$ cat config.mk
export PLATFORM = sky130hd
export DESIGN_NAME = mbe_ctrl
export DESIGN_NICKNAME = d
export VERILOG_FILES = /design/src/design/mbe_pkg.sv /design/src/design/mbe_ctrl.sv
export SDC_FILE = /design/constraint.sdc
export NUM_CORES = 1
export LEC_CHECK = 0
export ABC_AREA = 1
export BUFFER_PORTS_ARGS = -buffer_cell sky130_fd_sc_hd__buf_2
export CORE_AREA = 2 2 39 41
export CTS_CLUSTER_SIZE = 14
export DETAILED_ROUTE_END_ITERATION = 10
export DIE_AREA = 0 0 41 43
export GPL_TIMING_DRIVEN = 0
export PLACE_DENSITY_LB_ADDON = 0.25
export SLEW_MARGIN = 20
export SYNTH_ARGS = -nofsm -noshare
export SYNTH_HDL_FRONTEND = slang
export SYNTH_SLANG_ARGS = --single-unit
$ cat constraint.sdc
create_clock -name clk -period 2 [get_ports clk]
set_clock_uncertainty 0.15 [all_clocks]
set_input_delay 0.4 -clock clk [delete_from_list [all_inputs] [get_ports clk]]
set_output_delay 0.4 -clock clk [all_outputs]
set_load 0.03 [all_outputs]
$ cat src/design/mbe_pkg.sv
// Shared types, constants and helpers for the escape-time block.
package mbe_pkg;

  localparam int DATA_W     = 32;  // Q4.28 word
  localparam int STEP_W     = 31;
  localparam int LIMIT_W    = 16;
  localparam int PROD_W     = 64;  // full product of two data words
  localparam int WIDE_W     = 66;  // headroom for sums before saturation
  localparam int APB_ADDR_W = 5;
  localparam int REG_IDX_W  = 3;

  localparam logic [REG_IDX_W-1:0] REG_ORIGIN_RE = 3'd0;
  localparam logic [REG_IDX_W-1:0] REG_ORIGIN_IM = 3'd1;
  localparam logic [REG_IDX_W-1:0] REG_SLIDE_RE  = 3'd2;
  localparam logic [REG_IDX_W-1:0] REG_SLIDE_IM  = 3'd3;
  localparam logic [REG_IDX_W-1:0] REG_STEP      = 3'd4;
  localparam logic [REG_IDX_W-1:0] REG_LIMIT     = 3'd5;

  localparam logic signed [DATA_W-1:0] ORIGIN_RE_RST = 32'shDE666666;  // -2.1
  localparam logic signed [DATA_W-1:0] ORIGIN_IM_RST = 32'shECCCCCCD;  // -1.2
  localparam logic [STEP_W-1:0]        STEP_RST      = 31'd1342177;
  localparam logic [LIMIT_W-1:0]       LIMIT_RST     = 16'd50;

  typedef enum logic [1:0] {
    ST_IDLE,
    ST_MUL,
    ST_UPD,
    ST_HOLD
  } mbe_state_t;

  typedef struct packed {
    logic start;     // map pixel, clear z and count
    logic mul;       // capture the three products
    logic step;      // write back z, bump count
    logic load_out;  // copy count to output register
  } mbe_cmd_t;

  typedef struct packed {
    logic escaped;
    logic at_limit;
  } mbe_sts_t;

  // clamp to the signed 32-bit range
  function automatic logic signed [DATA_W-1:0] sat_word(input logic signed [WIDE_W-1:0] v);
    logic top_same;
    top_same = (&v[WIDE_W-1:DATA_W-1]) || !(|v[WIDE_W-1:DATA_W-1]);
    if (top_same) begin
      sat_word = v[DATA_W-1:0];
    end else if (v[WIDE_W-1]) begin
      sat_word = {1'b1, {(DATA_W-1){1'b0}}};
    end else begin
      sat_word = {1'b0, {(DATA_W-1){1'b1}}};
    end
  endfunction

endpackage

$ cat src/design/mbe_ctrl.sv
// Sequencer for the escape-time iteration: mapping, multiply, update, hand-off.
module mbe_ctrl (
  input  logic             clk,
  input  logic             rst,
  input  logic             in_valid,
  output logic             in_stall,
  output logic             out_valid,
  input  logic             out_stall,
  output mbe_pkg::mbe_cmd_t cmd,
  input  mbe_pkg::mbe_sts_t sts
);
  import mbe_pkg::*;

  mbe_state_t state, state_next;
  logic       out_free;
  logic       finish;

  assign out_free = !out_valid || !out_stall;
  assign finish   = sts.escaped || sts.at_limit;

  always_ff @(posedge clk) begin
    if (rst) begin
      state <= ST_IDLE;
    end else begin
      state <= state_next;
    end
  end

  always_comb begin
    state_next = state;
    unique case (state)
      ST_IDLE: if (in_valid) state_next = ST_MUL;
      ST_MUL:  state_next = ST_UPD;
      ST_UPD: begin
        if (!finish) begin
          state_next = ST_MUL;
        end else if (out_free) begin
          state_next = ST_IDLE;
        end else begin
          state_next = ST_HOLD;
        end
      end
      ST_HOLD: if (out_free) state_next = ST_IDLE;
      default: state_next = ST_IDLE;
    endcase
  end

  always_comb begin
    cmd      = '0;
    in_stall = 1'b1;
    unique case (state)
      ST_IDLE: begin
        in_stall  = 1'b0;
        cmd.start = in_valid;
      end
      ST_MUL:  cmd.mul = 1'b1;
      ST_UPD: begin
        cmd.step     = !finish;
        cmd.load_out = finish && out_free;
      end
      ST_HOLD: cmd.load_out = out_free;
      default: cmd = '0;
    endcase
  end

  always_ff @(posedge clk) begin
    if (rst) begin
      out_valid <= 1'b0;
    end else if (cmd.load_out) begin
      out_valid <= 1'b1;
    end else if (!out_stall) begin
      out_valid <= 1'b0;
    end
  end

endmodule

* Yosys cells after proc, flatten, opt, wreduce, memory -nomap -nowiden *
Cells that the tools add are included.

word-level totals
  flip-flop bits (word level) = 3
  bits of input ports = 6
  output and inout bits = 6
  word-level logic and storage cells = 28

cells by class
  equality and inequality tests = 6
  muxes and demuxes = 12
  reduce and logical (&&, ||, !) cells = 8

operators with widths
  operator                                                         number
  2-bit 2-to-1 mux                                                 4
  2-bit case mux with 4 select lines                               1
  1-bit 2-to-1 mux                                                 6
  2-bit == test, second input constant                             2
  2-bit != test, second input constant                             2
  1-bit zero test                                                  3
  2-bit by 1-bit == test with 1-bit output, second input constant  1
  2-bit zero test                                                  1
  1-bit logical OR                                                 2
  2-bit by 1-bit != test with 1-bit output, second input constant  1
  1-bit case mux with 2 select lines                               1
  2-bit AND reduction                                              1
  1-bit logical AND                                                1

* Depth between registers and ports, before layout *
  depth after elaboration = 5
  gate-level depth with buffers = 4
  mapped depth without buffers = 4

* Least setup slack after synthesis *
OpenSTA, ideal clock, no wires.

  kind = reg-to-output
  start = register state[0]
  end = output port cmd[3] in the netlist's numbering
  data arrival time = 1.089 ns
  required time = 1.450 ns
  setup slack = 0.361 ns
  cell stages (with the launch flop) = 4
  buffers on the path = 0
  cells stage by stage = dfxtp_1 > inv_1 > nand2_1 > nor2_1

RTL lines
  item                    RTL line        source
  start, declared         mbe_ctrl.sv:14  mbe_state_t state, state_next;
  start signal, assigned  mbe_ctrl.sv:25  state <= state_next;
  end, declared           mbe_ctrl.sv:9   output mbe_pkg::mbe_cmd_t cmd,

==> results.yml <==
grt:
  gr-total-overflow: 0
  grt_antenna_before_repair: 0
  grt.total_usage: 0.0611
  grt_first_pass_wirelength_um: 690
  grt_max_degree: 6
  via_count_of_the_first_global_routing_pass: 201
setup_path:
  top_cell_family_by_delay_on_the_critical_path: "flip-flops"
  worstSetupEndpoint: "cmd[1]"
  critPathLaunch: "state[1]"
  reg2reg_from: "state[1]"
  cell_chain_of_the_critical_path: "inv_2, nor4_2, buf_2"
  worst_path_largest_cell_delay_ns: 0.41
  worst_path_max_delay_cell: "dfxtp_1"
  critPathCaptureType: "output pin"
  critical_path.max_fanout: 5
  critical_path_required_ns: 1.45
  critical_path_arrival_ns: 1.12
  regToRegEndpoint: "state[0]"
  crit_start_category: "flop"
  rrSetupSlack_ns: 1.06
  worstRegToRegCells: 3
  cp.depth: 3
  critPathKind: "flop to output pin"
  path_buf_inv: 2
yosys:
  number_of_warnings_reported_in_the_yosys_synthesis_log: 0
  synth_top_cell_by_area: "dfxtp_1"
  avgSynthCellArea_um2: 6.30
  netlist-cell-type-count: 10
  xor_and_xnor_area_share_after_synthesis: 0
  leading_post_synthesis_cells_by_cell_area: "dfxtp_1 (35%), nand2_1 (15%), inv_1 (11%)"
  yosysTopAreaCellShare: 0.353
  combinational_family_with_the_most_area_after_synthesis: "simple AND/OR/NAND/NOR gates"
  synthCells: 27
  post_synth_fa_ha_maj_area_fraction: 0
  yosys-mux-area-fraction: 0
  proportion_of_synthesized_chip_area_in_sequential_cells: 0.353
  complex_gate_fraction_of_the_synthesized_area: 0.169
  synth-seq-cells: 3
  synthSimpleGateAreaFrac: 0.346
  syn_area_um2: 170
  synth_nets: 33
sta:
  count_of_pins_over_their_slew_limit: 0
  max_slew.worst_pin.slew_ns: 0.191
  crit_path_time_final_ns: 1.67
  slew-limit-headroom: 0.873
  fmaxAchievable_mhz: 600
  unrepaired_setup_endpoints_after_global_routing: "false"
  hold_violations: 0
  min_period_over_period: 0.833
  setup_viol_count_final: 0
  setup_total_negative_slack_ns: 0
floorplan:
  core_area_um2: 1380
  floorplan.initialDensity: 0.123
  floorplan.die.width_um: 41
  design.portCount: 12
  design.die.area_um2: 1760
  core.rowCount: 14
  die_span_y_um: 43
drt:
  routed_wire_length_per_instance_um: 7.07
  via_per_inst: 3.60
  finalWirelength_um: 410
  routed_antenna_nets: 0
  first_iter_violations: 3
  post-route-drc-count: 0
  first_pass_iters: 2
  via_count: 209
clock_tree:
  ctsLongestPathBuffers: 2
  tritoncts: "built"
  ctsHoldBuffers: 0
  clock-root-buffer: "clkbuf_4"
  cts.sink_count: 3
  cts.reportedPaths.clkPinSlew_ns: 0.03
  worst_skew_pair.late_latency_ns: 0.23
  clock_tree.htree_level_count: 1
  post_cts_resized: 0
  cts-buffers-inserted: 3
  post_cts_buffers: 0
final_layout:
  layout.core_utilization: 0.196
  final_net_count: 49
  antenna_diodes: 0
  layout.cells.most_common: "buf_2"
  layout-area-overhead-vs-synth_pct: 59.6
  drive_above_1_share: 0.405
  finish.instance_area_um2: 272
  most-common-layout-cells: "buf_2 (11), nand2_1 (7), inv_1 (5)"
pwr:
  total_leakage_power_nw: 0.164
  irDropWorstVdd_mv: 0.143
  design_power_total_mw: 0.248
  power_density_nw_per_um2: 915
placed_design:
  gp_congestion: 0.624
  port_buffers: 11
  dpl.hpwl_um: 365
  postPlaceCellArea_um2: 245
job:
  timing.max_cap.violations: 0
hold_path:
  type_of_the_most_critical_hold_path: "input pin to flop"
  timing.hold.worst_path_depth: 4
outcome:
  status: "finished, final reports clean"
## metal layers
metal,up-vias,GRT usage,part of all wire
met4,0,0.0400,0
met3,0,0.0471,0.098
met1,89,0.0607,0.40
li1,114,-,-
met2,6,0.0844,0.50
met5,-,0,0
## where the power goes
part / internal (mW) / switching [mW]
registers: 0.0664 / 0.00669
clock network: 0.0746 / 0.0284
logic: 0.0223 / 0.0499
total: 0.163 / 0.0850
## synth_stat cells
library cell and number:
nand2_1 7, inv_1 5, nor2_1 4, a21oi_1 3
dfxtp_1 3, inv_2 1, nand3_1 1, nor4_2 1
o21ai_0 1, o21ai_2 1
## state kept, by name, summed over array words and instances (netlist names)
register and cells:
state 2, out_valid 1
## tightest hold or removal path, delay by kind of cell
kind                   cells  cell delay (ns)
AND/OR/NAND/NOR            2             0.08
AO/OA/AOI/OAI              1             0.04
buffers and inverters      1             0.09
## worst min-delay path by stage
stage,start,end
after floorplan,state[0],state[1]
after global placement,state[0],state[1]
after detailed placement,state[0],state[1]
after CTS,rst,state[0]
after global routing,rst,state[0]
final,rst,state[0]
## per-stage QoR
stage | hold WS [ns] | setup slack (ns) | instances
floorplan | 0.360 | 0.361 | 27
global placement | 0.415 | 0.439 | 54
detailed placement | 0.395 | 0.449 | 54
CTS | 0.264 | 0.310 | 58
global route | 0.304 | 0.248 | 58
finish | 0.275 | 0.333 | 58
## cells by family (layout without fill, tap and decap cells)
| kind of cell | after synthesis | after routing |
|---|---|---|
| buffers and inverters | 6 | 21 |
| AO/OA/AOI/OAI | 5 | 5 |
| AND/OR/NAND/NOR | 13 | 13 |
| flip-flops | 3 | 3 |
## area by class of cell
cell class              count  area (µm²)
well taps                  16        20.0
clock buffers               4        26.3
flip-flops and latches      3        60.1
inverters                   6        22.5
repair buffers             11        55.1
fillers                   167        1110
multi-input cells          18        87.6
Note: power is estimated with default switching activity, not from simulation.
